**config.mk**
```make
export PLATFORM = sky130hd
export DESIGN_NAME = cau_prod
export DESIGN_NICKNAME = d
export VERILOG_FILES = /design/src/hdl/cau_pkg.sv /design/src/hdl/cau_prod.sv
export SDC_FILE = /design/constraint.sdc
export NUM_CORES = 2
export LEC_CHECK = 0
export ABC_AREA = 1
export BUFFER_PORTS_ARGS = -buffer_cell sky130_fd_sc_hd__buf_2
export CORE_MARGIN = 3
export CORE_UTILIZATION = 40
export CTS_BUF_LIST = sky130_fd_sc_hd__clkbuf_4
export CTS_CLUSTER_DIAMETER = 30
export DETAILED_ROUTE_END_ITERATION = 7
export SETUP_SLACK_MARGIN = 0.4
export SLEW_MARGIN = 10
export SYNTH_ARGS = -nofsm -noshare
export SYNTH_HDL_FRONTEND = slang
export SYNTH_SLANG_ARGS = --single-unit
```
**constraint.sdc**
```tcl
create_clock -name clk -period 8.6 [get_ports clk]
set_input_delay 1.72 -clock clk [delete_from_list [all_inputs] [get_ports clk]]
set_output_delay 1.72 -clock clk [all_outputs]
set_load 0.1 [all_outputs]
```
**src/hdl/cau_pkg.sv**
```systemverilog
`timescale 1ns / 1ps
// ----------------------------------------------------------------------------
// cau_pkg
// Shared types and defaults for the complex arithmetic unit.
// ----------------------------------------------------------------------------
package cau_pkg;

  // Default operand width and fraction bits (Q8.8)
  localparam int DATA_WIDTH_DEF = 16;
  localparam int FRAC_BITS_DEF  = 8;

  // Operation codes
  typedef enum logic [1:0] {
    OP_ADD = 2'd0,
    OP_SUB = 2'd1,
    OP_MUL = 2'd2,
    OP_DIV = 2'd3
  } op_t;

  // Control that travels with an item down the pipeline
  typedef struct packed {
    op_t  op;
    logic dz;
    logic neg_re;
    logic neg_im;
  } ctl_t;

endpackage

```
**src/hdl/cau_prod.sv**
```systemverilog
`timescale 1ns / 1ps
// ----------------------------------------------------------------------------
// cau_prod
// First stage: the six operand products and the add/subtract sums.
// ----------------------------------------------------------------------------
module cau_prod #(
  parameter int DW = cau_pkg::DATA_WIDTH_DEF
) (
  input  logic                   clk,
  input  logic                   rst_n,
  input  logic                   adv,
  input  logic                   i_valid,
  input  cau_pkg::op_t           i_op,
  input  logic signed [DW-1:0]   i_a_re,
  input  logic signed [DW-1:0]   i_a_im,
  input  logic signed [DW-1:0]   i_b_re,
  input  logic signed [DW-1:0]   i_b_im,
  output logic                   o_valid_r,
  output cau_pkg::op_t           o_op_r,
  output logic signed [2*DW-1:0] o_rr_r,
  output logic signed [2*DW-1:0] o_ii_r,
  output logic signed [2*DW-1:0] o_ir_r,
  output logic signed [2*DW-1:0] o_ri_r,
  output logic [2*DW-1:0]        o_br2_r,
  output logic [2*DW-1:0]        o_bi2_r,
  output logic signed [DW:0]     o_s_re_r,
  output logic signed [DW:0]     o_s_im_r
);

  logic signed [2*DW-1:0] br2_nxt;
  logic signed [2*DW-1:0] bi2_nxt;
  logic signed [DW:0]     s_re_nxt;
  logic signed [DW:0]     s_im_nxt;

  // Squares of the divisor parts are never negative
  assign br2_nxt = i_b_re * i_b_re;
  assign bi2_nxt = i_b_im * i_b_im;

  // Sum or difference, one bit wider than the operands
  always_comb begin
    if (i_op == cau_pkg::OP_SUB) begin
      s_re_nxt = (DW+1)'(i_a_re) - (DW+1)'(i_b_re);
      s_im_nxt = (DW+1)'(i_a_im) - (DW+1)'(i_b_im);
    end else begin
      s_re_nxt = (DW+1)'(i_a_re) + (DW+1)'(i_b_re);
      s_im_nxt = (DW+1)'(i_a_im) + (DW+1)'(i_b_im);
    end
  end

  // Valid bit
  always_ff @(posedge clk) begin
    if (!rst_n) begin
      o_valid_r <= 1'b0;
    end else if (adv) begin
      o_valid_r <= i_valid;
    end
  end

  // Payload
  always_ff @(posedge clk) begin
    if (adv) begin
      o_op_r   <= i_op;
      o_rr_r   <= i_a_re * i_b_re;
      o_ii_r   <= i_a_im * i_b_im;
      o_ir_r   <= i_a_im * i_b_re;
      o_ri_r   <= i_a_re * i_b_im;
      o_br2_r  <= unsigned'(br2_nxt);
      o_bi2_r  <= unsigned'(bi2_nxt);
      o_s_re_r <= s_re_nxt;
      o_s_im_r <= s_im_nxt;
    end
  end

endmodule

```
==> out/metrics.yaml <==
synth_compound_area_share_pct: 3.09
hold_class: "flop to flop"
grt_busiest_layer: "met2"
dieWidth_um: 428
layout-drive-gt1-share_pct: 6.86
drv_cap: 0
endpoint_kind: "flop"
relSlewSlack_pct: 26.1
async_flop_share_pct: 0
synth.top_cell.area_share_pct: 42.6
dr.pass1.iters: 6
finClkSkew_ns: 0
postCtsSetupBuffers: 0
hold_violations: 0
finalCriticalPeriod_ns: 7.04
synth_top_family_by_area: "adder cells"
grt_max_degree: 117
overflow: 0
cts_resized: 0
area_growth_pct: 7.99
worst-setup-path-type: "input pin to flop"
start_util_pct: 40.3
wirelength_um: 203000
synth_edf_count: 226
vias: 55500
syn_inst: 8865
grt_usage_pct: 23.0
io_buffer_count: 296
cts_hold_buf: 0
yosys_warnings: 0
place_hpwl_um: 171000
wire_per_inst_um: 17.6
grtUsageMet3_pct: 3.19
drv_slew: 0
clk_latency_ns: 1.05
layout.nets: 11200
nFillCells: 18000
die_h_um: 428
cts.sinks: 227
grtUsageMet1_pct: 27.5
cp-start-kind: "input pin"
min_period_over_period_pct: 81.9
grt_pass1_vias: 61200
cts_buffers: 83
rsz0062_at_grt: "no"
fmax_mhz: 142
fin_tns_setup_ns: 0
synth_ff_type: "edfxtp_1"
synth.distinct_cells: 43
use_met2_pct: 41.1
synthAdderAreaFrac_pct: 52.3
row_count: 154
htreeDepth: 3
cts_buffer_depth: 3
tightest_slew_ns: 1.11
worst_ep_required_time_ns: 9.47
avgViaCountPerCell: 4.81
synthMuxAreaShare_pct: 0
yosysMostFrequentCell: "inv_1"
place.gp.congestion: 0.922
ys_seq_area_share_pct: 9.56
post-route-drc-count: 0
grt_pass1_wl_um: 331000
ant_nets: 0
path_cells: "buf_2, nand2_1, inv_1, fa_1, fa_1, fa_1, fa_1, fa_1, inv_1, fa_1, inv_1, ha_1, nand2_1, nor2_1, inv_1, nor2_1, nand4_1, nand3_1, xor2_1"
synth_top_area_cell: "fa_1"
cpMaxStageDelayCell: "fa_1"
synth_simple_gate_area_share_pct: 16.8
netlist_top_cells_area: "fa_1, inv_1, nand2_1"
synthTopCellsByCount: "inv_1, nand2_1, fa_1, ha_1, nor2_1"
synth_xor_area_share_pct: 2.36
dieArea_mm2: 0.183
avgSynthCellArea_um2: 8.03
antenna_found_initial: 28
finalSetupViolCount: 0
crit_path_max_incr_delay_ns: 0.95
crit_path_frequent_cell: "fa_1"
status: "complete, no violations"
cts_root_buf: "clkbuf_4"
synth-seq-cells: 227
crit_path_max_fanout: 30
synth.cell_area_mm2: 0.0712
drt_iter0_markers: 3110
io_pins: 299
path_clk_slew_ns: 0.06
worst_hold_slack_ns: 0.549
cts_tree: "built"
coreArea_mm2: 0.176
arrival_ns: 7.91
[cell type report]
cell class                 count  area, um^2  area share [%]
antenna                       12        30.0          0.0391
clock buffer                  99         743           0.967
clock inverter                49         420           0.547
inverter                    2710       10200            13.2
multi-input combinational   5645       53100            69.1
sequential                   227        6810            8.85
tap                         2340        2930            3.81
timing repair buffer         442        2690            3.50
[per-layer routing]
metal  part of all wire [%]  wire (um)
met5                  0.044         89
met4                    4.5       9150
met3                    5.0      10200
met2                     51     104000
met1                     39      79700
[worst max-delay path, delay by kind of cell]
family / cells / cell delay (ns)
and+or+nand+nor: 6 / 0.88
adders and majority gates: 7 / 3.91
xor gates and xnor gates: 1 / 0.27
buffers and inverters: 5 / 1.04
[placed cells by master (no fill, tap or decap), types with 87 or more instances in the layout]
| cell type | count |
|---|---|
| a21oi_1 | 225 |
| nand4_1 | 87 |
| buf_2 | 295 |
| buf_4 | 138 |
| fa_1 | 1516 |
| nand2_1 | 2227 |
| nor2_1 | 336 |
| o21ai_0 | 112 |
| inv_1 | 2706 |
| ha_1 | 551 |
| clkbuf_4 | 99 |
| nand3_1 | 231 |
| edfxtp_1 | 226 |
| xor2_1 | 163 |
[flip-flops by register name, indices dropped and copies added (netlist names)]
register / cells
o_ri_r: 32
o_valid_r: 1
o_s_re_r: 17
o_bi2_r: 31
o_s_im_r: 17
o_br2_r: 31
o_ii_r: 32
o_ir_r: 32
o_op_r: 2
o_rr_r: 32
[through the flow]
| stage | instances | utilization, % | area [um^2] | setup WS [ns] |
|---|---|---|---|---|
| 6_report | 11500 | 43.6 | 76900 | 1.56 |
| 5_1_grt | 11500 | 43.6 | 76900 | 1.40 |
| 4_1_cts | 11500 | 43.5 | 76900 | 1.71 |
| 3_5_place_dp | 11400 | 42.9 | 75700 | 0.491 |
| 3_3_place_gp | 11400 | 42.9 | 75700 | 0.433 |
| 2_1_floorplan | 8866 | - | 71200 | 1.50 |
[logic make-up after synthesis]
logic type | Yosys count
compound gates | 404
xor+xnor | 192
fa+ha+maj | 2067
buf+inv | 2994
flops | 227
other cells | 1
simple gates | 2980
[path summary, 6_finish.rpt]
path,start,end,slack (ns),cells past startpoint
hold / removal,o_valid_r,o_valid_r,0.55,2
hold reg to reg,o_valid_r,o_valid_r,0.55,2
setup reg to reg,o_valid_r,o_valid_r,7.95,2
setup / recovery,i_b_im[3],o_ii_r[23],1.56,19
Power is not shown: default switching activity piles up to over one toggle a cycle in this logic, so the estimate is an artifact.
