--- src/hdl/cau_pkg.sv ---
`timescale 1ns / 1ps
// ----------------------------------------------------------------------------
// cau_pkg
// Shared types and defaults for the complex arithmetic unit.
// ----------------------------------------------------------------------------
package cau_pkg;

  // Default operand width and fraction bits (Q8.8)
  localparam int DATA_WIDTH_DEF = 16;
  localparam int FRAC_BITS_DEF  = 8;

  // Operation codes
  typedef enum logic [1:0] {
    OP_ADD = 2'd0,
    OP_SUB = 2'd1,
    OP_MUL = 2'd2,
    OP_DIV = 2'd3
  } op_t;

  // Control that travels with an item down the pipeline
  typedef struct packed {
    op_t  op;
    logic dz;
    logic neg_re;
    logic neg_im;
  } ctl_t;

endpackage

--- src/hdl/cau_norm.sv ---
`timescale 1ns / 1ps
// ----------------------------------------------------------------------------
// cau_norm
// Second stage: combines products, forms sign and magnitude, the divisor
// and the divide-by-zero flag, and loads the dividend.
// ----------------------------------------------------------------------------
module cau_norm #(
  parameter int DW = cau_pkg::DATA_WIDTH_DEF,
  parameter int FB = cau_pkg::FRAC_BITS_DEF
) (
  input  logic                     clk,
  input  logic                     rst_n,
  input  logic                     adv,
  input  logic                     i_valid,
  input  cau_pkg::op_t             i_op,
  input  logic signed [2*DW-1:0]   i_rr,
  input  logic signed [2*DW-1:0]   i_ii,
  input  logic signed [2*DW-1:0]   i_ir,
  input  logic signed [2*DW-1:0]   i_ri,
  input  logic [2*DW-1:0]          i_br2,
  input  logic [2*DW-1:0]          i_bi2,
  input  logic signed [DW:0]       i_s_re,
  input  logic signed [DW:0]       i_s_im,
  output logic                     o_valid_r,
  output cau_pkg::ctl_t            o_ctl_r,
  output logic [2*DW-1:0]          o_den_r,
  output logic [2*DW+FB-1:0]       o_rem_re_r,
  output logic [2*DW+FB-1:0]       o_rem_im_r
);

  localparam int XW = 2*DW+1;
  localparam int RW = 2*DW+FB;

  logic signed [XW-1:0] x_re;
  logic signed [XW-1:0] x_im;
  logic [XW-1:0]        nx_re;
  logic [XW-1:0]        nx_im;
  logic [2*DW-1:0]      mag_re;
  logic [2*DW-1:0]      mag_im;
  logic [2*DW-1:0]      den_nxt;
  cau_pkg::ctl_t        ctl_nxt;
  logic [RW-1:0]        rem_re_nxt;
  logic [RW-1:0]        rem_im_nxt;

  // Exact real and imaginary values before scaling
  always_comb begin
    unique case (i_op)
      cau_pkg::OP_ADD, cau_pkg::OP_SUB: begin
        x_re = XW'(i_s_re);
        x_im = XW'(i_s_im);
      end
      cau_pkg::OP_MUL: begin
        x_re = XW'(i_rr) - XW'(i_ii);
        x_im = XW'(i_ir) + XW'(i_ri);
      end
      default: begin
        x_re = XW'(i_rr) + XW'(i_ii);
        x_im = XW'(i_ir) - XW'(i_ri);
      end
    endcase
  end

  // Sign and magnitude
  assign nx_re  = -unsigned'(x_re);
  assign nx_im  = -unsigned'(x_im);
  assign mag_re = x_re[XW-1] ? nx_re[2*DW-1:0] : unsigned'(x_re[2*DW-1:0]);
  assign mag_im = x_im[XW-1] ? nx_im[2*DW-1:0] : unsigned'(x_im[2*DW-1:0]);
  assign den_nxt = i_br2 + i_bi2;

  always_comb begin
    ctl_nxt.op     = i_op;
    ctl_nxt.dz     = (i_op == cau_pkg::OP_DIV) && (den_nxt == '0);
    ctl_nxt.neg_re = x_re[XW-1];
    ctl_nxt.neg_im = x_im[XW-1];
    // Divide works on the magnitude scaled up by the fraction bits
    if (i_op == cau_pkg::OP_DIV) begin
      rem_re_nxt = RW'(mag_re) << FB;
      rem_im_nxt = RW'(mag_im) << FB;
    end else begin
      rem_re_nxt = RW'(mag_re);
      rem_im_nxt = RW'(mag_im);
    end
  end

  // Valid bit
  always_ff @(posedge clk) begin
    if (!rst_n) begin
      o_valid_r <= 1'b0;
    end else if (adv) begin
      o_valid_r <= i_valid;
    end
  end

  // Payload
  always_ff @(posedge clk) begin
    if (adv) begin
      o_ctl_r    <= ctl_nxt;
      o_den_r    <= den_nxt;
      o_rem_re_r <= rem_re_nxt;
      o_rem_im_r <= rem_im_nxt;
    end
  end

endmodule

--- config.mk ---
export PLATFORM = sky130hd
export DESIGN_NAME = cau_norm
export DESIGN_NICKNAME = d
export VERILOG_FILES = /design/src/hdl/cau_pkg.sv /design/src/hdl/cau_norm.sv
export SDC_FILE = /design/constraint.sdc
export NUM_CORES = 1
export LEC_CHECK = 0
export ABC_AREA = 1
export BUFFER_PORTS_ARGS = -buffer_cell sky130_fd_sc_hd__buf_2
export CORE_MARGIN = 1.5
export CORE_UTILIZATION = 30
export CTS_BUF_LIST = sky130_fd_sc_hd__clkbuf_4 sky130_fd_sc_hd__clkbuf_8
export DETAILED_ROUTE_END_ITERATION = 16
export GPL_TIMING_DRIVEN = 0
export PLACE_DENSITY = 0.47
export SLEW_MARGIN = 5
export SYNTH_ARGS = -nofsm -noshare
export SYNTH_HDL_FRONTEND = slang
export SYNTH_SLANG_ARGS = --single-unit
--- constraint.sdc ---
create_clock -name clk -period 5.05 [get_ports clk]
set_input_delay 0.7575 -clock clk [delete_from_list [all_inputs] [get_ports clk]]
set_output_delay 0.7575 -clock clk [all_outputs]
set_load 0.02 [all_outputs]
==> metrics <==
status=finished clean; post-route minimum period=~4700 ps; first-pass GRT wire length=between 90,000 and 100,000 um; number of synthesized flops with an enable pin=approximately 120; clock group share of total power=18.1%; mux contribution to synthesized area=0%; Clk Latency, worst-skew pair=between 400 and 500 ps; commonest non-fill, non-tap cell in the layout=nand2_1; slowest cell delay on critical path=about 390 ps; H-tree depth=4; setup violators final=0; Synth Area in XOR/XNOR=~5.5%; Internal Pwr Total=around 0.0025 W; chip width=232.3 um; Core Area=around 52,000 sq um; commonest non-fill, non-tap cells in the layout=nand2_1 (874), inv_1 (416), buf_2 (355); Mapped Cells=between 2,000 and 3,000; die area=53,980 sq um; Routed Antenna Nets=0; library cells used by synthesis=51; Critical Path Source Type=input port; GR Overflow Total=0; IO buf count=about 350; layout overhead on the synthesized area=20.12%; share of layout cells above drive strength 1=roughly a fifth; Initial Util=30.57%; gr usage total=about 22%; Worst-path clk slew=70 ps; I/O pins=350; Die H=around 230 um; Mean Syn Cell Area=between 6 and 7 sq um; Multi-input gate area=around 10,000 sq um; CTS Sinks=~120; crit-path leading delay family=compound AO/OA/AOI/OAI gates; largest net degree at the start of global routing=79; synth warn=0; WP data arrival=around 4900 ps; Post-Synth Simple-Gate Area=a little over two fifths; Fin. Hold Viols=0; CTS Root Buffer Type=clkbuf_8; Pins Over Slew Limit=0; Total Power=around 0.0046 W; Register Area=between 3000 and 4000 sq um; maximum clock path buffer count=2; Worst Tran Pin Value=~750 ps; Fill cells=approximately 5,700; Synth Area in Compound Gates=~8%; largest family of logic cells by synthesized area=simple AND/OR/NAND/NOR gates; VDD IR-drop max=0.1457 mV; PD cells=244.5 nW/um^2; CTS tree=built; Post-Synth Adder-Cell Area=around 8.5%; leakage power=10.28 nW; largest fanout on the critical path=10; vias in the first global route=roughly 17,000; routability cong.=0.9785; sequential power share=28.2%; post-synthesis async set-or-reset flop share=0%; worst min path class=input port to register; area of the mapped netlist=15,780 sq um; hpwl dp=roughly 52,000 um; Avg WL per Cell=between 15 and 20 um; fmax=211.6 MHz; antenna violations before repair=3; Min Hold Slack=538.0 ps; relative slew slack=about half; DRC=0; ys flop type=edfxtp_1; Iteration-0 DRC Markers=977; Detailed Routing Iterations Pass 1=5; Max-Cap Viols=0; Worst EP required=5210 ps; buffers and inverters on the worst path=4; flops & latches, synth=roughly 120; Hold-fix buffers, CTS=0; Core Rows=83; number of CTS-inserted buffers=17; CP Class=input port to register; Psw=0.002162 W; fin crit share=between 90 and 100%; clock skew=0 ps; vias per std cell=around 4.7; sw frac=46.64%; vias post-DR=roughly 17,000; Worst path slowest cell=ha_2; layout net count=~3,300; combinational fraction of design power=53.8%; sequential share of the synthesized area=22.39%; CP endpoint kind=register; Syn Nets=approximately 2,900; final wirelength=just under 60,000 um
[synthesized netlist by cell type, types with 26 or more instances]
master      n  share of area, %
nand2_1   877                21
inv_1     416               9.9
nand3_1   242               7.7
nor2_1    235               5.6
edfxtp_1  117                22
ha_1      102               8.1
a21oi_1    87               2.8
xor2_1     66               3.7
o21ai_0    56               1.8
nand4_1    37               1.5
o21ai_1    37               1.2
xnor2_1    33               1.8
nand2_2    29               1.1
nand3_2    26               1.6
[power by group through the flow]
stage / Clock (W) / Sequential, W / Combinational (W)
after floorplan: 0 / 0.00151 / 0.00146
after global placement: 0 / 0.00133 / 0.00245
after detailed placement: 0 / 0.00133 / 0.00246
after CTS: 0.000873 / 0.00131 / 0.00247
after global routing: 0.000901 / 0.00132 / 0.00279
final: 0.000838 / 0.00131 / 0.00249
[repair_timing]
item                       in CTS  in global routing
pin swaps                       0                  3
setup endpoints to repair      45                 79
buffers inserted                0                  1
gates resized for setup         2                 50
[metal layers]
layer  global-route usage, %  wire length [um]  vias up
met1                   30.87             29090     7730
li1                        -                 -     8951
met3                   1.682              2752       46
met2                   35.02             26300      481
met4                   5.743              1163        2
met5                       0                 9        -
[flip-flops by register name, indices dropped and copies added (netlist names)]
name / flops
o_rem_im_r: 40
o_ctl_r: 5
o_rem_re_r: 40
o_valid_r: 1
o_den_r: 32
[per-stage QoR]
step / std cells / cell area (sq um) / utilization (%) / worst slack (ps) / TNS (ps)
2_1_floorplan: 2584 / 15780 / - / 682.5 / 0
3_3_place_gp: 3613 / 18380 / 35.60 / -725.0 / -41930
3_5_place_dp: 3614 / 18410 / 35.67 / -706.1 / -42020
4_1_cts: 3646 / 18790 / 36.41 / 36.74 / 0
5_1_grt: 3648 / 18950 / 36.72 / -4.210 / -5.760
6_report: 3648 / 18950 / 36.72 / 324.2 / 0
[path summary, 6_finish.rpt]
check                           slack (ps)             to  depth (start not counted)  startpoint
worst max register to register        4410      o_valid_r                          2   o_valid_r
worst min register to register         550      o_valid_r                          2   o_valid_r
worst max-delay path                   320  o_rem_im_r[9]                         30     i_ri[0]
worst min-delay path                   540      o_valid_r                          3     i_valid
[worst reg2reg max path, cell delays in order, from the launching register on]
cell and delay [ps]:
dfxtp_1 310, o21ai_0 150, a21oi_1 50
[final cells by class]
class                           instances  share of cell area, %
Clock buffer                           18                  1.274
Sequential cell                       118                  18.64
Timing Repair Buffer                  351                  9.434
Tap cell                              680                  4.489
Clock inverter                         14                 0.7394
Buffer                                 48                  1.730
Multi-Input combinational cell       1978                  54.95
Inverter                              440                  8.727
Antenna cell                            1                0.01320
[cells by family after synthesis]
group,Yosys count
AO/OA/AOI/OAI,225
XOR/XNOR,99
buffers and inverters,488
adder cells (fa/ha/maj),105
flip-flops,118
AND/OR/NAND/NOR,1549
Power figures use the tool's default switching activity.
