==> src/hdl/cau_pkg.sv <==
`timescale 1ns / 1ps
// ----------------------------------------------------------------------------
// cau_pkg
// Shared types and defaults for the complex arithmetic unit.
// ----------------------------------------------------------------------------
package cau_pkg;

  // Default operand width and fraction bits (Q8.8)
  localparam int DATA_WIDTH_DEF = 16;
  localparam int FRAC_BITS_DEF  = 8;

  // Operation codes
  typedef enum logic [1:0] {
    OP_ADD = 2'd0,
    OP_SUB = 2'd1,
    OP_MUL = 2'd2,
    OP_DIV = 2'd3
  } op_t;

  // Control that travels with an item down the pipeline
  typedef struct packed {
    op_t  op;
    logic dz;
    logic neg_re;
    logic neg_im;
  } ctl_t;

endpackage

==> src/hdl/cau_div_stage.sv <==
`timescale 1ns / 1ps
// ----------------------------------------------------------------------------
// cau_div_stage
// One restoring division step for both parts: quotient bit at SHIFT.
// Items that are not divides pass their magnitude through untouched.
// ----------------------------------------------------------------------------
module cau_div_stage #(
  parameter int DW    = cau_pkg::DATA_WIDTH_DEF,
  parameter int FB    = cau_pkg::FRAC_BITS_DEF,
  parameter int SHIFT = 0
) (
  input  logic                 clk,
  input  logic                 rst_n,
  input  logic                 adv,
  input  logic                 i_valid,
  input  cau_pkg::ctl_t        i_ctl,
  input  logic [2*DW-1:0]      i_den,
  input  logic [2*DW+FB-1:0]   i_rem_re,
  input  logic [2*DW+FB-1:0]   i_rem_im,
  input  logic [DW+1:0]        i_q_re,
  input  logic [DW+1:0]        i_q_im,
  output logic                 o_valid_r,
  output cau_pkg::ctl_t        o_ctl_r,
  output logic [2*DW-1:0]      o_den_r,
  output logic [2*DW+FB-1:0]   o_rem_re_r,
  output logic [2*DW+FB-1:0]   o_rem_im_r,
  output logic [DW+1:0]        o_q_re_r,
  output logic [DW+1:0]        o_q_im_r
);

  localparam int RW = 2*DW+FB;

  logic          is_div;
  logic          ge_re;
  logic          ge_im;
  logic [RW-1:0] den_sh;
  logic [RW-1:0] rem_re_nxt;
  logic [RW-1:0] rem_im_nxt;

  // Compare against the shifted divisor without widening the remainder
  assign is_div = (i_ctl.op == cau_pkg::OP_DIV);
  assign den_sh = RW'(i_den) << SHIFT;
  assign ge_re  = (i_rem_re >> SHIFT) >= RW'(i_den);
  assign ge_im  = (i_rem_im >> SHIFT) >= RW'(i_den);

  assign rem_re_nxt = (is_div && ge_re) ? i_rem_re - den_sh : i_rem_re;
  assign rem_im_nxt = (is_div && ge_im) ? i_rem_im - den_sh : i_rem_im;

  // Valid bit
  always_ff @(posedge clk) begin
    if (!rst_n) begin
      o_valid_r <= 1'b0;
    end else if (adv) begin
      o_valid_r <= i_valid;
    end
  end

  // Payload
  always_ff @(posedge clk) begin
    if (adv) begin
      o_ctl_r    <= i_ctl;
      o_den_r    <= i_den;
      o_rem_re_r <= rem_re_nxt;
      o_rem_im_r <= rem_im_nxt;
      o_q_re_r   <= {i_q_re[DW:0], ge_re};
      o_q_im_r   <= {i_q_im[DW:0], ge_im};
    end
  end

endmodule

==> config.mk <==
export PLATFORM = sky130hd
export DESIGN_NAME = cau_div_stage
export DESIGN_NICKNAME = d
export VERILOG_FILES = /design/src/hdl/cau_pkg.sv /design/src/hdl/cau_div_stage.sv
export SDC_FILE = /design/constraint.sdc
export NUM_CORES = 1
export LEC_CHECK = 0
export ABC_AREA = 1
export BUFFER_PORTS_ARGS = -buffer_cell sky130_fd_sc_hd__buf_2
export CAP_MARGIN = 20
export CORE_ASPECT_RATIO = 0.75
export CORE_MARGIN = 5
export CORE_UTILIZATION = 58
export CTS_CLUSTER_SIZE = 40
export DETAILED_ROUTE_END_ITERATION = 12
export GPL_TIMING_DRIVEN = 0
export PLACE_DENSITY = 0.87
export SKIP_CTS_REPAIR_TIMING = 1
export SKIP_LAST_GASP = 1
export SYNTH_ARGS = -nofsm -noshare
export SYNTH_HDL_FRONTEND = slang
export SYNTH_SLANG_ARGS = --single-unit
==> constraint.sdc <==
create_clock -name clk -period 2.9 [get_ports clk]
set_input_delay 0.145 -clock clk [delete_from_list [all_inputs] [get_ports clk]]
set_output_delay 0.145 -clock clk [all_outputs]
set_load 0.02 [all_outputs]
==> out/summary.txt, run 1 <==
maxcap violations - 0
#FFs+latches synth - 154
final core occ - 75.87%
Worst-path clk slew - 0.07 ns
Worst R2R Setup Slack - 1.67 ns
initial core utilization - 59.40%
top_reg_cell synth - edfxtp_1
worst r2r dst - o_valid_r
H-tree levels - 4
Net Count, Synth - 1861
yosys warns - 0
Buf+Inv Stages, Crit Path - 4
crit-path cells - dlygate4sd3_1 > buf_2 > inv_1 > ha_1 > nand2_1 > nor2_1 > nand3_1 > nand2_1 > nand2_1 > nand2_2 > nand2_1 > nand3_2 > nand2_4 > buf_4 > o21ai_1
total global-route track usage - 35.13%
commonest cells in the synthesized netlist - nand2_1 (674), inv_1 (294), edfxtp_1 (153)
dominant cell by count in the synthesized netlist - nand2_1
DRT iter0 DRCs - 1754
dpl ws - 0.1936 ns
Synth Instances - 1638
worst-path fanout max - 10
Detailed Place HPWL - 34.21 mm
die height - 132.4 um
clk_lat worst skew - 0.44 ns
mapped cell area - 11580 um2
minimum clock period - 2.801 ns
Crit path max-delay family - simple AND/OR/NAND/NOR gates
core area - 19490 um2
Post-synth EDFFs - 153
Detailed Routing Iterations Pass 1 - 6
worst path arrival time - 3.06 ns
first-pass GRT wire length - 63.08 mm
TritonCTS Buffers - 17
share of synthesized registers carrying an async set or reset - 0%
layout cell share with drive strength beyond 1 - 19.35%
setup ws final - 0.09871 ns
CP max-delay cell - dlygate4sd3_1
post-synth top area share - 39.69%
Layout Nets - 2262
CTS Buffer Depth - 2
final setup fails - 0
Tightest Pin Transition - 0.6481 ns
Hold Slack - -0.0001258 ns
total wire length - 44.83 mm
Avg WL per Cell - 19.44 um
register area share after synthesis - 39.86%
Hold Path Class - in2reg
pwr dens - 490.1 nW/um2
global placement routability congestion - 1.004
Die W - 173.1 um
grt ovf - 0
clock skew - 0 ns
largest net degree at the start of global routing - 95
Port-buffer cells - 308
post-synth top area cell - edfxtp_1
CP max stage delay - 0.52 ns
Max Fclk - 357.0 MHz
vias in the first global route - 11.78k
initial antenna violation count - 0
ANT nets after route - 0
clock sinks - 154
ranking of synthesized cells by area - edfxtp_1 (40%), nand2_1 (22%), inv_1 (9.5%), ha_1 (6.9%), nor2_1 (3.6%)
Worst path most repeated cell - nand2_1
final hold viol count - 1
maximum vdd drop - 315.2 uV
Tot Pwr - 7.247 mW
FP Rows - 44
Ports - 311
die footprint - 22910 um2
Crit. End Element - register
Mapped Avg Cell Area - 7.067 um2
Final Max Slew Viols - 0
failing checks - negative hold slack
Root Buffer - clkbuf_16
leak pwr - 7.812 nW
setup TNS - 0 ns
CTS tree - yes
WS Path Type - in2reg
hold_sp - i_rem_im[9]
RSZ-0062 raised after global routing - false
CP startpoint kind - primary input
Worst slew margin - 56.79%
hold depth - 3
reg2reg start - o_valid_r
period utilization - 96.60%
drt drc - 0
Hold EP - o_rem_im_r[9]
vias per cell - 5.614
outcome - finished with violations
detailed-route via count - 12.95k
synth unique cells - 37
Critical Path RT - 3.16 ns
Layout area overhead - 27.73%
Worst R2R Path Depth - 3
## worst min-delay path, cell delays in order
cell and delay, ns:
buf_2 0.09, nand2_1 0.04, o21ai_1 0.06
## routing by layer
layer  GRT usage (%)  share of wire, %
met2           58.60                47
met1           46.77                38
met3           6.881                10
met5               0                 0
met4           10.68               4.4
## through the flow
stage,hold slack [ns],area [um2],cells
after global placement,0.3217,13430,2199
after detailed placement,0.3234,13470,2200
after floorplan,0.2385,11580,1638
after global routing,0.01840,14780,2305
final,-0.0001258,14790,2306
after CTS,-0.1242,14050,2232
## cell type report
| type | instances | area, um2 |
|---|---|---|
| Multi-Input combinational cell | 1169 | 5708 |
| Sequential cell | 154 | 4614 |
| Antenna cell | 1 | 2.502 |
| Timing Repair Buffer | 382 | 2306 |
| Clock inverter | 15 | 160.2 |
| Fill cell | 1506 | 4702 |
| Inverter | 300 | 1129 |
| Clock buffer | 17 | 425.4 |
| Tap cell | 253 | 316.6 |
| Buffer | 15 | 125.1 |
## sequential cells by signal (all words and copies together) (netlist names)
| name | flops |
|---|---|
| o_rem_im_r | 40 |
| o_valid_r | 1 |
| o_rem_re_r | 40 |
| o_q_re_r | 18 |
| o_q_im_r | 18 |
| o_den_r | 32 |
| o_ctl_r | 5 |
## how the worst max path moves through the flow
stage	startpoint	endpoint	slack, ns	cells past startpoint
floorplan	i_rem_im[0]	o_rem_im_r[2]	0.85	16
global placement	adv	o_valid_r	-0.11	3
detailed placement	i_den[0]	o_rem_re_r[19]	0.19	15
CTS	i_den[0]	o_rem_im_r[23]	0.63	17
global route	i_den[31]	o_rem_re_r[38]	0.002	15
finish	i_den[4]	o_rem_re_r[19]	0.1	15
## placed cells by master, fill, tap and decap left out, drive strengths merged, types with 2 or more instances in the layout
master,instances
buf,324
and2,4
dlygate4sd3,73
clkbuf,17
edfxtp,153
nand3b,2
xnor2,36
clkinvlp,5
nand3,85
o21ai,57
nor2,122
o21bai,4
nand4,19
and3,2
ha,64
a21oi,52
nor4,3
inv,305
xor2,10
nor3,17
clkinv,5
nand2,686
fa,2
## kinds of logic after synthesis
family                     Yosys count  share of synthesized area [%]
and+or+nand+nor                    942                          33.17
buffers and inverters              315                          10.83
DFF                                154                          39.86
AOI/OAI and AO/OA                  115                          5.394
adders and majority gates           66                          7.263
xor gates and xnor gates            46                          3.480
## where the power goes
| part | switching (mW) | internal, mW |
|---|---|---|
| sequential | 0.0626 | 2.69 |
| clock | 1.16 | 1.15 |
| combinational | 1.46 | 0.728 |
Power figures use the tool's default switching activity.
==> run 2: changes to the inputs <==
--- a/config.mk
+++ b/config.mk
@@ -15,6 +15,7 @@
 export DETAILED_ROUTE_END_ITERATION = 12
 export GPL_TIMING_DRIVEN = 0
 export PLACE_DENSITY = 0.87
+export SETUP_SLACK_MARGIN = 0.15
 export SKIP_CTS_REPAIR_TIMING = 1
 export SKIP_LAST_GASP = 1
 export SYNTH_ARGS = -nofsm -noshare
==> out/summary.txt, run 2 (same netlist as run 1, synthesis figures left out) <==
Tightest Pin Transition - 0.6447 ns
Die W - 173.1 um
global placement routability congestion - 1.004
maximum vdd drop - 308.3 uV
clk_lat worst skew - 0.44 ns
CP startpoint kind - primary input
layout cell share with drive strength beyond 1 - 19.35%
largest net degree at the start of global routing - 95
DRT iter0 DRCs - 1824
Largest regs - o_rem_im_r x40, o_rem_re_r x40, o_den_r x32
total wire length - 44.55 mm
worst path arrival time - 2.93 ns
Hold Path Class - in2reg
ANT nets after route - 0
maxcap violations - 0
Finished Layout Cells - 2306
Critical Path RT - 3.20 ns
Final Max Slew Viols - 0
RSZ-0062 raised after global routing - false
Placed Area - 13470 um2
CTS Buffer Depth - 2
pwr dens - 489.4 nW/um2
Layout area overhead - 27.73%
core area - 19490 um2
dpl ws - 0.1936 ns
Tot Pwr - 7.236 mW
hold depth - 3
setup ws final - 0.2642 ns
commonest non-fill, non-tap cell in the layout - nand2_1
setup TNS - 0 ns
WS Path Type - in2reg
Max Fclk - 379.4 MHz
final hold viol count - 0
Worst slew margin - 57.02%
leak pwr - 7.812 nW
drt drc - 0
detailed-route via count - 12.93k
CTS tree - yes
highest-count cells in the layout ignoring fill and taps - nand2_1 (674), buf_2 (311), inv_1 (294)
final instance area - 14790 um2
die footprint - 22910 um2
worst-path fanout max - 10
H-tree levels - 4
Avg WL per Cell - 19.32 um
period utilization - 90.89%
outcome - complete, no violations
Worst R2R Path Depth - 3
Root Buffer - clkbuf_16
placed instance count - 2200
FP Rows - 44
final setup fails - 0
Layout Nets - 2262
grt ovf - 0
# fillers - 1500
initial antenna violation count - 2
die height - 132.4 um
first-pass GRT wire length - 63.08 mm
Worst-path clk slew - 0.08 ns
Detailed Place HPWL - 34.21 mm
TritonCTS Buffers - 17
total global-route track usage - 35.13%
Port-buffer cells - 308
vias per cell - 5.605
initial core utilization - 59.40%
Crit. End Element - register
Ports - 311
minimum clock period - 2.636 ns
vias in the first global route - 11.78k
clock sinks - 154
Detailed Routing Iterations Pass 1 - 7
clock skew - 0 ns
==> run 2: worst paths after layout <==
path	from	endpoint	slack (ns)
min	i_rem_re[25]	o_rem_re_r[25]	0.007
max	i_den[23]	o_rem_im_r[23]	0.26
max reg2reg	o_valid_r	o_valid_r	1.67
min reg2reg	o_valid_r	o_valid_r	1.13
==> run 2: report_power, final <==
| group | switching (mW) | internal (mW) |
|---|---|---|
| Combinational | 1.47 | 0.729 |
| Sequential | 0.0609 | 2.69 |
| Clock | 1.14 | 1.15 |
==> run 2: area by class of cell <==
class / count / area, um2 / area share (%)
flip-flops and latches: 154 / 4614 / 31.21
multi-input cells: 1169 / 5708 / 38.60
clock inverters: 15 / 160.2 / 1.083
repair buffers: 382 / 2306 / 15.59
clock buffers: 17 / 425.4 / 2.877
plain buffers: 15 / 125.1 / 0.8462
well taps: 253 / 316.6 / 2.141
diodes: 1 / 2.502 / 0.01692
inverters: 300 / 1129 / 7.632
==> run 2: worst max-delay path: stages <==
cell and delay (ns):
dlygate4sd3_1 0.53, buf_2 0.12, inv_1 0.10, ha_1 0.40
nand2_2 0.13, nor2_4 0.17, nand2_2 0.07, nor2_2 0.12
nand2_1 0.08, nand3_2 0.11, nand2_1 0.09, nand2_2 0.13
nand2_2 0.11, inv_2 0.13, buf_2 0.32, nand2_1 0.11
nand2_1 0.08
==> run 2: routing by layer <==
metal	share of wire, %	global-route usage (%)	vias up
met3	11	6.881	173
li1	-	-	5951
met2	47	58.60	943
met5	0.029	0	-
met1	38	46.77	5857
met4	3.9	10.68	2
==> run 2: metrics by stage <==
| step | hold WS [ns] | utilization (%) |
|---|---|---|
| floorplan | 0.2385 | - |
| global placement | 0.3217 | 68.93 |
| detailed placement | 0.3234 | 69.11 |
| CTS | -0.1242 | 72.11 |
| global route | 0.01840 | 75.87 |
| finish | 0.006541 | 75.87 |
