[config.mk]
export PLATFORM = sky130hd
export DESIGN_NAME = cau_sat
export DESIGN_NICKNAME = d
export VERILOG_FILES = /design/src/hdl/cau_pkg.sv /design/src/hdl/cau_sat.sv
export SDC_FILE = /design/constraint.sdc
export NUM_CORES = 1
export LEC_CHECK = 0
export BUFFER_PORTS_ARGS = -buffer_cell sky130_fd_sc_hd__clkbuf_2
export CORE_UTILIZATION = 40
export CTS_CLUSTER_DIAMETER = 30
export DETAILED_ROUTE_END_ITERATION = 6
export GPL_TIMING_DRIVEN = 0
export HOLD_SLACK_MARGIN = 0.1
export PLACE_DENSITY = 0.68
export SKIP_LAST_GASP = 1
export SLEW_MARGIN = 15
export SYNTH_ARGS = -nofsm -noshare
export SYNTH_HDL_FRONTEND = slang
export SYNTH_SLANG_ARGS = --single-unit
[constraint.sdc]
create_clock -name clk -period 4.06 [get_ports clk]
set_clock_uncertainty 0.05 [all_clocks]
set_input_delay 0.812 -clock clk [delete_from_list [all_inputs] [get_ports clk]]
set_output_delay 0.812 -clock clk [all_outputs]
set_load 0.02 [all_outputs]
[src/hdl/cau_pkg.sv]
`timescale 1ns / 1ps
// ----------------------------------------------------------------------------
// cau_pkg
// Shared types and defaults for the complex arithmetic unit.
// ----------------------------------------------------------------------------
package cau_pkg;

  // Default operand width and fraction bits (Q8.8)
  localparam int DATA_WIDTH_DEF = 16;
  localparam int FRAC_BITS_DEF  = 8;

  // Operation codes
  typedef enum logic [1:0] {
    OP_ADD = 2'd0,
    OP_SUB = 2'd1,
    OP_MUL = 2'd2,
    OP_DIV = 2'd3
  } op_t;

  // Control that travels with an item down the pipeline
  typedef struct packed {
    op_t  op;
    logic dz;
    logic neg_re;
    logic neg_im;
  } ctl_t;

endpackage

[src/hdl/cau_sat.sv]
`timescale 1ns / 1ps
// ----------------------------------------------------------------------------
// cau_sat
// Last stage: floor shift of products, selection of the quotient,
// saturation to the output width and the output register.
// ----------------------------------------------------------------------------
module cau_sat #(
  parameter int DW = cau_pkg::DATA_WIDTH_DEF,
  parameter int FB = cau_pkg::FRAC_BITS_DEF
) (
  input  logic                 clk,
  input  logic                 rst_n,
  input  logic                 adv,
  input  logic                 i_valid,
  input  cau_pkg::ctl_t        i_ctl,
  input  logic [2*DW+FB-1:0]   i_rem_re,
  input  logic [2*DW+FB-1:0]   i_rem_im,
  input  logic [DW+1:0]        i_q_re,
  input  logic [DW+1:0]        i_q_im,
  output logic                 o_valid_r,
  output logic signed [DW-1:0] o_re_r,
  output logic signed [DW-1:0] o_im_r,
  output logic                 o_ovf_r,
  output logic                 o_dz_r
);

  localparam int VW = 2*DW;
  localparam int MS = (FB >= VW) ? 0 : VW - FB;
  localparam logic [VW-1:0] LOW_MASK = (FB >= VW) ? {VW{1'b1}} : ({VW{1'b1}} >> MS);
  localparam logic [VW-1:0] HALF = VW'(1) << (DW-1);

  // Clamp a sign-magnitude value; returns {overflow, field bits}
  function automatic logic [DW:0] sat_fn(input logic neg, input logic [VW-1:0] v);
    logic [VW-1:0] nv;
    logic [VW-1:0] hm;
    nv = -v;
    hm = HALF - VW'(1);
    if (neg) begin
      if (v > HALF) begin
        sat_fn = {1'b1, HALF[DW-1:0]};
      end else begin
        sat_fn = {1'b0, nv[DW-1:0]};
      end
    end else begin
      if (v > hm) begin
        sat_fn = {1'b1, hm[DW-1:0]};
      end else begin
        sat_fn = {1'b0, v[DW-1:0]};
      end
    end
  endfunction

  logic [VW-1:0] mag_re;
  logic [VW-1:0] mag_im;
  logic [VW-1:0] v_re;
  logic [VW-1:0] v_im;
  logic [DW:0]   sr;
  logic [DW:0]   si;
  logic [DW-1:0] re_nxt;
  logic [DW-1:0] im_nxt;
  logic          ovf_nxt;

  assign mag_re = i_rem_re[VW-1:0];
  assign mag_im = i_rem_im[VW-1:0];

  // Magnitude to saturate, per operation
  always_comb begin
    unique case (i_ctl.op)
      cau_pkg::OP_ADD, cau_pkg::OP_SUB: begin
        v_re = mag_re;
        v_im = mag_im;
      end
      cau_pkg::OP_MUL: begin
        // Round toward minus infinity: bump negative values with a remainder
        v_re = (mag_re >> FB) + VW'(i_ctl.neg_re && ((mag_re & LOW_MASK) != '0));
        v_im = (mag_im >> FB) + VW'(i_ctl.neg_im && ((mag_im & LOW_MASK) != '0));
      end
      default: begin
        v_re = VW'(i_q_re);
        v_im = VW'(i_q_im);
      end
    endcase
  end

  assign sr = sat_fn(i_ctl.neg_re, v_re);
  assign si = sat_fn(i_ctl.neg_im, v_im);

  // A zero divisor forces a clean zero result
  always_comb begin
    if (i_ctl.dz) begin
      re_nxt  = '0;
      im_nxt  = '0;
      ovf_nxt = 1'b0;
    end else begin
      re_nxt  = sr[DW-1:0];
      im_nxt  = si[DW-1:0];
      ovf_nxt = sr[DW] | si[DW];
    end
  end

  // Valid bit
  always_ff @(posedge clk) begin
    if (!rst_n) begin
      o_valid_r <= 1'b0;
    end else if (adv) begin
      o_valid_r <= i_valid;
    end
  end

  // Output register
  always_ff @(posedge clk) begin
    if (adv) begin
      o_re_r  <= signed'(re_nxt);
      o_im_r  <= signed'(im_nxt);
      o_ovf_r <= ovf_nxt;
      o_dz_r  <= i_ctl.dz;
    end
  end

endmodule

==> run metrics, run 1 <==
Leak 2.217 nW; CTS Buf Count 5; CTS tree yes; die area 11360 µm²; drc violations 0; Async SR Flop Fraction 0%; Post-Layout Inst Area 5604 µm²; Total Routing Usage GR 24.87%; Post-synth EDFFs 34; chip height 106.6 µm; I/O pin count 160; Post-DP Area 5238 µm²; simple-gate area share of the yosys netlist 33.25%; std cell rows 37; crit path launch i_ctl[0]; GR Layer Usage met2 39.59%; Period Utilization, post-route 97.69%; Max-Cap Viols 0; syn nets 661; Synth Register Bits 35; Final Setup Violations 0; CTS root buf clkbuf_8; IR Drop Worst-Case VDD 0.1692 mV; multi-input logic area 3246 µm²; leading area contributor after synthesis edfxtp_1; Rel. slew slack 45.02%; worst stage delay on the critical path 0.38 ns; FMAX 252.1 MHz; Synth-to-Final Area Change 28.04%; vias in the first global route 4533; Clock Latency Late Sink 0.29 ns; H-tree levels 2; Hold Crit Class reg2reg; sequential area share after synthesis 23.79%; largest net degree at the start of global routing 36; I/O Buffers 138; main combinational cell family by area after synthesis simple AND/OR/NAND/NOR gates; Synth Flop Type edfxtp_1; Post-Synth Adder-Cell Area 1.715%; Clk pin slew, worst setup/hold paths 0.07 ns; antenna violations before repair 0; CP max FO 10; most frequent cells after synthesis nand2_1 (42), nor2_1 (38), edfxtp_1 (34); Setup CP Type in2reg; PD cells 226.2 nW/µm²; die span in x 106.6 µm; Initial Util 41.83%; count leader, synth nand2_1; flop2flop setup slack 3.41 ns; top post-synthesis cells by area edfxtp_1 (23%), nand2_1 (3.6%), nor2_1 (3.3%); share of the synthesized area in the top cell type 23.33%; Max Slew Vio Count 0; WL per Instance 17.76 µm; Detailed Route Iter0 Violations 350; Netlist cell types 87; worst-margin pin slew 0.8247 ns; GRT overflow 0; xor/xnor cell area share of the yosys netlist 5.203%; synthesis warning total 0; Routed Antenna Nets 0; share of cells above drive strength 1 33.48%; Reg2Reg Depth 2; GR Util met1 34.80%; Setup crit start kind primary input; # diodes 0; syn avg cell area 8.258 µm²; Worst setup EP type register; Fillers 1016; Critical Path RT 4.03 ns; vias per inst 6.152; Synth Cell Area 4377 µm²; mux contribution to synthesized area 3.030%; CTS Sinks 35; Tmin final 3.966 ns; via count 5100; gr busiest metal met2; met3 usage 2.006%; DP HPWL 11550 µm; hold path depth 2; reg2reg start o_valid_r; global-route wire length before repair 22710 µm; Worst path slowest cell a311oi_1; CTS max path bufs 2; hold_sp o_valid_r; Final Hold Fails 0; gpl congestion 0.8942; final WL 14730 µm; Crit path arrival time 3.94 ns; Core Area 10460 µm²; status finished, final reports clean; Nets 823; DRT Pass-1 Iters 6; register area 1041 µm²; cell breakdown of the critical path clkbuf_2, inv_1, clkbuf_2, a21oi_1, ha_1, ha_1, nand3_4, or2_2, a31o_2, nand4b_1, and4bb_2, a311oi_1, a211oi_4, buf_4, o311a_1; final core occ 53.56%; Compound-Gate Fraction of Synth Area 28.33%; Post-Syn Instances 530
## cell type report
class                      count  share of cell area, %
tap                          136                  3.036
multi-input combinational    446                  57.91
sequential                    35                  18.58
timing repair buffer         155                  14.60
buffer                        34                  2.768
inverter                      15                  1.005
clock inverter                 2                 0.6251
clock buffer                   6                  1.474
## kinds of logic (layout without fill, tap and decap cells)
logic type	after synthesis	after routing
AND/OR/NAND/NOR	249	249
AO/OA/AOI/OAI	152	152
buffers and inverters	49	212
flip-flops	35	35
XOR/XNOR	26	26
multiplexers	13	13
adder cells (fa/ha/maj)	6	6
## where the power goes
| group | internal (mW) | total [mW] | switching, mW |
|---|---|---|---|
| registers | 0.433 | 0.440 | 0.00728 |
| clock network | 0.198 | 0.312 | 0.114 |
| logic | 0.196 | 0.515 | 0.319 |
## critical path: cells and delay by family
kind | cells | cell delay (ns)
AO/OA/AOI/OAI | 5 | 1.07
AND/OR/NAND/NOR | 4 | 0.93
adder cells (fa/ha/maj) | 2 | 0.49
buffers and inverters | 4 | 0.61
## layout by cell type, fill, tap and decap left out, types with 7 or more instances in the layout
cell and count:
nor2b_1 16, buf_4 20, a22oi_1 9, o21ai_0 14
xor2_1 13, a211o_1 7, edfxtp_1 34, nor2_1 36
inv_1 13, nor4_1 20, clkbuf_1 15, and3_1 11
nor3_1 16, a31oi_1 9, mux2i_1 11, nand3_1 19
xnor2_1 13, nand2_1 42, clkbuf_2 140, nand4_1 22
a21oi_1 16, o32ai_1 7, buf_2 11
## sequential cells by signal (all words and copies together) (netlist names)
signal and cells:
o_ovf_r 1, o_dz_r 1, o_im_r 16, o_re_r 16, o_valid_r 1
## path summary, 6_finish.rpt
path,endpoint
setup / recovery,o_im_r[5]
hold reg to reg,o_valid_r
hold / removal,o_valid_r
setup reg to reg,o_valid_r
## routing by layer
metal	up-vias	wire (µm)
met3	30	920
met5	-	0
met4	0	392
li1	2438	-
met1	2385	6745
met2	247	6667
## through the flow
step	hold WS, ns	setup TNS [ns]	instances	power (mW)	setup slack, ns
floorplan	0.5393	0	530	0.7447	0.1213
global placement	0.4558	-17.33	804	0.9207	-0.6782
detailed placement	0.4684	-19.82	804	0.9266	-0.7937
CTS	0.4902	0	814	1.246	0.002936
global route	0.5106	-0.2861	829	1.329	-0.06017
finish	0.4805	0	829	1.267	0.09388
## repair_timing
item                                    CTS  global route
gates resized for setup                   9            19
buffers inserted                          2            15
endpoints found under the setup margin   32            30
pin swaps                                 3            11
hold buffers                              0             0
Note: power is estimated with default switching activity, not from simulation.
==> run 2, diff against run 1 <==
--- a/config.mk
+++ b/config.mk
@@ -5,7 +5,7 @@
 export SDC_FILE = /design/constraint.sdc
 export NUM_CORES = 1
 export LEC_CHECK = 0
-export BUFFER_PORTS_ARGS = -buffer_cell sky130_fd_sc_hd__clkbuf_2
+export BUFFER_PORTS_ARGS = -buffer_cell sky130_fd_sc_hd__buf_2
 export CORE_UTILIZATION = 40
 export CTS_CLUSTER_DIAMETER = 30
 export DETAILED_ROUTE_END_ITERATION = 6
==> run 2 against run 1 <==
Compared with the run above: hold slack lost 0.0053 ns; clock power shrank 16%; register-to-register slack is essentially flat; highest routed layer unchanged.
==> run metrics, run 2 (synthesized netlist as in run 1, its figures left out) <==
Max Slew Vio Count 0; Reg2Reg Depth 2; most frequent cells in the layout buf_2 (150), nand2_1 (42), nor2_1 (36); die span in x 106.6 µm; reg2reg end o_valid_r; worst-margin pin slew 0.7230 ns; Synth-to-Final Area Change 27.36%; Max-Cap Viols 0; share of cells above drive strength 1 33.67%; die area 11360 µm²; Fillers 1054; chip height 106.6 µm; most common cell after layout, fill and taps aside buf_2; Final Setup Violations 0; std cell rows 37; via count 4997; Hold Crit Class reg2reg; Rel. slew slack 51.04%; Routed Antenna Nets 0; # diodes 0; Setup crit start kind primary input; largest net degree at the start of global routing 36; final WL 14650 µm; final worst slack 0.06602 ns; status finished, final reports clean; Nets 819; vias in the first global route 4572; Seq pwr share 36.1%; CTS Sinks 35; I/O pin count 160; CTS Buf Count 5; Fin Setup TNS 0 ns; vias per inst 6.057; Worst setup EP type register; Total Routing Usage GR 24.96%; antenna violations before repair 0; IR Drop Worst-Case VDD 0.2156 mV; I/O Buffers 138; crit path launch i_rem_re[0]; combinational share of power 42.3%; Core Area 10460 µm²; CTS root buf clkbuf_8; Clock Latency Late Sink 0.28 ns; top flop regs o_im_r x16, o_re_r x16; Crit path arrival time 4.03 ns; global-route wire length before repair 22850 µm; reg2reg start o_valid_r; switching share of power 35.45%; hold path depth 2; Final Hold Fails 0; clock share of power 21.6%; DRT Pass-1 Iters 5; PD cells 217.8 nW/µm²; Switch Pwr 430.4 µW; Setup CP Type in2reg; WL per Instance 17.76 µm; CTS hold repair buffers 0; CTS max path bufs 2; gpl congestion 0.9042; GRT overflow 0; H-tree levels 2; Detailed Route Iter0 Violations 331; flop2flop setup slack 3.42 ns; worst hold margin 0.4751 ns; drc violations 0; CTS tree yes; CP max FO 5; Pint 783.6 µW; Initial Util 41.83%; DP HPWL 11710 µm; Critical Path RT 4.10 ns; Leak 2.159 nW; Tmin final 3.994 ns; Clk pin slew, worst setup/hold paths 0.06 ns; Period Utilization, post-route 98.37%; CP Capture Point o_re_r[11]; FMAX 250.4 MHz; pre-CTS setup slack -0.7828 ns
-- run 2: worst max-delay path, stage by stage --
cell       delay [ns]
buf_2            0.11
nor4_1           0.41
a21oi_2          0.13
ha_2             0.24
ha_4             0.18
xor2_1           0.17
a221o_1          0.39
or3_1            0.39
nor3_2           0.23
and3_1           0.30
nand3_1          0.12
mux2i_1          0.20
a2111oi_4        0.35
-- run 2: cell type report --
type	count	area [µm²]	share of cell area (%)
Multi-Input combinational cell	446	3263	58.54
Sequential cell	35	1041	18.68
Timing Repair Buffer	151	788.3	14.14
Tap cell	136	170.2	3.053
Buffer	34	155.1	2.783
Clock buffer	8	100.1	1.796
Inverter	15	56.30	1.010
-- run 2: worst min-delay path by stage --
stage | endpoint | slack [ns] | startpoint
4_1_cts | o_valid_r | 0.49 | o_valid_r
2_1_floorplan | o_valid_r | 0.54 | o_valid_r
3_3_place_gp | o_valid_r | 0.45 | o_valid_r
5_1_grt | o_valid_r | 0.52 | o_valid_r
3_5_place_dp | o_valid_r | 0.47 | o_valid_r
6_report | o_valid_r | 0.48 | o_valid_r
-- run 2: repair_timing --
action	in CTS	in global routing
endpoints found under the setup margin	32	33
setup buffers	4	9
resized for setup	8	26
pin swaps	4	9
-- run 2: power by group through the flow --
stage                     sequential [mW]  clock (mW)  combinational (mW)
after global placement              0.446           0               0.474
after global routing                0.442       0.283               0.553
after CTS                           0.439       0.271               0.490
final                               0.438       0.262               0.514
after floorplan                     0.490           0               0.255
after detailed placement            0.447           0               0.481
-- run 2: routing by layer --
metal / vias to the layer above / part of all wire, % / wire [µm] / global-route usage [%]
li1: 2420 / - / - / -
met1: 2343 / 45 / 6611 / 34.07
met2: 210 / 47 / 6832 / 40.83
met3: 24 / 6.4 / 938 / 2.918
met4: 0 / 1.8 / 269 / 8.317
met5: - / 0 / 0 / 0
-- run 2: stage by stage --
stage                     instance area, µm²  total power, mW  util, %  std cells
after detailed placement                5238           0.9279    50.06        804
after floorplan                         4377           0.7447        -        530
after CTS                               5401            1.200    51.63        816
after global placement                  5238           0.9204    50.06        804
final                                   5574            1.214    53.28        825
after global routing                    5574            1.278    53.28        825
==> run 3, diff against run 2 <==
--- a/config.mk
+++ b/config.mk
@@ -10,8 +10,8 @@
 export CTS_CLUSTER_DIAMETER = 30
 export DETAILED_ROUTE_END_ITERATION = 6
 export GPL_TIMING_DRIVEN = 0
-export HOLD_SLACK_MARGIN = 0.1
-export PLACE_DENSITY = 0.68
+export HOLD_SLACK_MARGIN = 0.08
+export PLACE_DENSITY = 0.66
 export SKIP_LAST_GASP = 1
 export SLEW_MARGIN = 15
 export SYNTH_ARGS = -nofsm -noshare
==> constraint.sdc (replaced) <==
create_clock -name clk -period 5.15 [get_ports clk]
set_clock_uncertainty 0.05 [all_clocks]
set_input_delay 1.03 -clock clk [delete_from_list [all_inputs] [get_ports clk]]
set_output_delay 1.03 -clock clk [all_outputs]
set_load 0.02 [all_outputs]
==> run 3 against run 2 <==
Compared with the run above: hold slack improved by 0.0027 ns; global-route usage fell by 0.16 points; sequential power fell by 21%; sequential cell count did not move; largest power group unchanged; final area fell by 3.9%.
==> run metrics, run 3 (synthesized netlist as in run 1, its figures left out) <==
status finished, final reports clean; GR Util met1 34.22%; final WL 14390 µm; Worst path slowest cell a222oi_1; reg2reg start o_valid_r; Crit path arrival time 4.94 ns; Critical Path RT 5.25 ns; Fillers 1059; Worst setup EP type register; IR Drop Worst-Case VDD 0.1618 mV; DRT Pass-1 Iters 5; largest net degree at the start of global routing 36; final core occ 51.18%; register area 1041 µm²; CTS Buf Count 5; Clk pin slew, worst setup/hold paths 0.07 ns; Fin Setup TNS 0 ns; Initial Util 41.83%; antenna violations before repair 0; CTS tree yes; Setup CP Type in2reg; final worst slack 0.3050 ns; worst-margin pin slew 1.114 ns; pre-CTS setup slack 0.07644 ns; Hold Path End o_valid_r; Final Hold Fails 0; die area 11360 µm²; Final Setup Violations 0; drc violations 0; CTS Sinks 35; Synth-to-Final Area Change 22.36%; global-route wire length before repair 22730 µm; DP HPWL 11590 µm; Core Area 10460 µm²; Leak 2.081 nW; Routed Antenna Nets 0; Crit path top cell by count ha_1; postcts setup bufs 0; I/O pin count 160; reg2reg end o_valid_r; top flop regs o_im_r x16, o_re_r x16; Total Routing Usage GR 24.80%; H-tree levels 2; CTS max path bufs 2; Post-DP Area 5238 µm²; flop2flop setup slack 4.51 ns; Hold Crit Class reg2reg; hold path depth 2; vias in the first global route 4537; unrepaired setup endpoints after global routing no; multi-input logic area 3131 µm²; std cell rows 37; die span in x 106.6 µm; worst hold margin 0.4779 ns; WL per Instance 17.72 µm; most frequent cells in the layout buf_2 (149), nand2_1 (42), nor2_1 (38); gpl congestion 0.8929; I/O Buffers 138; Post-Layout Inst Area 5355 µm²; Max Slew Vio Count 0; CP max FO 10; GRT overflow 0; Reg2Reg Depth 2; Max-Cap Viols 0; GR Layer Usage met2 39.40%; Detailed Route Iter0 Violations 353; met3 usage 2.736%; PD cells 182.4 nW/µm²; Tmin final 4.845 ns; # diodes 0; CTS hold repair buffers 0; Period Utilization, post-route 94.08%; most common cell after layout, fill and taps aside buf_2; gr busiest metal met2; via count 4974; worst stage delay on the critical path 0.67 ns; hold_sp o_valid_r; share of cells above drive strength 1 29.29%; Clock Latency Late Sink 0.28 ns; Rel. slew slack 24.76%; Nets 806; FMAX 206.4 MHz; cell breakdown of the critical path buf_2, inv_1, clkbuf_1, a21oi_1, ha_1, ha_1, nand3_1, nor4_1, and3_1, xor2_1, a222oi_1, a311oi_1, a211oi_4, o311a_1; vias per inst 6.126; Worst Path Buf+Inv 3; CTS root buf clkbuf_8; CP top delay family compound AO/OA/AOI/OAI gates; Setup crit start kind primary input; chip height 106.6 µm; crit path launch i_ctl[0]
run 3: routing by layer:
metal | vias up | share of wire, %
li1 | 2401 | -
met1 | 2308 | 46
met2 | 238 | 45
met3 | 27 | 6.7
met4 | 0 | 2.8
met5 | - | 0
run 3: worst reg2reg max path: cells and delay by family (launching register included):
| family | cells | cell delay (ns) |
|---|---|---|
| flip-flops | 1 | 0.31 |
| multiplexers | 1 | 0.12 |
| AND/OR/NAND/NOR | 1 | 0.06 |
run 3: how the worst max path moves through the flow:
| stage | endpoint | slack, ns | cells after the start |
|---|---|---|---|
| floorplan | o_re_r[11] | 0.99 | 13 |
| global placement | o_im_r[5] | 0.22 | 14 |
| detailed placement | o_im_r[2] | 0.08 | 14 |
| CTS | o_im_r[5] | 0.38 | 14 |
| global route | o_im_r[13] | 0.006 | 14 |
| finish | o_im_r[5] | 0.30 | 14 |
run 3: repair_timing:
action                                  4_1_cts  5_1_grt
resized for setup                             0        0
endpoints found under the setup margin        0        3
endpoints found under the hold margin         0        0
run 3: power breakdown:
group          switching [mW]  leakage [nW]  internal, mW
clock network          0.0891        0.0612         0.156
logic                   0.241          1.68         0.144
registers             0.00499         0.336         0.341
total                   0.336          2.08         0.641
run 3: per-stage QoR:
step / total power, mW / cells
final: 0.9768 / 812
after global routing: 1.026 / 812
after CTS: 0.9783 / 812
after detailed placement: 0.7308 / 804
after global placement: 0.7256 / 804
after floorplan: 0.5871 / 530
run 3: layout make-up:
| type | count | share of cell area (%) |
|---|---|---|
| multi-input cells | 446 | 58.46 |
| flip-flops and latches | 35 | 19.44 |
| repair buffers | 138 | 12.90 |
| well taps | 136 | 3.178 |
| plain buffers | 34 | 2.780 |
| clock buffers | 6 | 1.542 |
| inverters | 15 | 1.051 |
| clock inverters | 2 | 0.6542 |
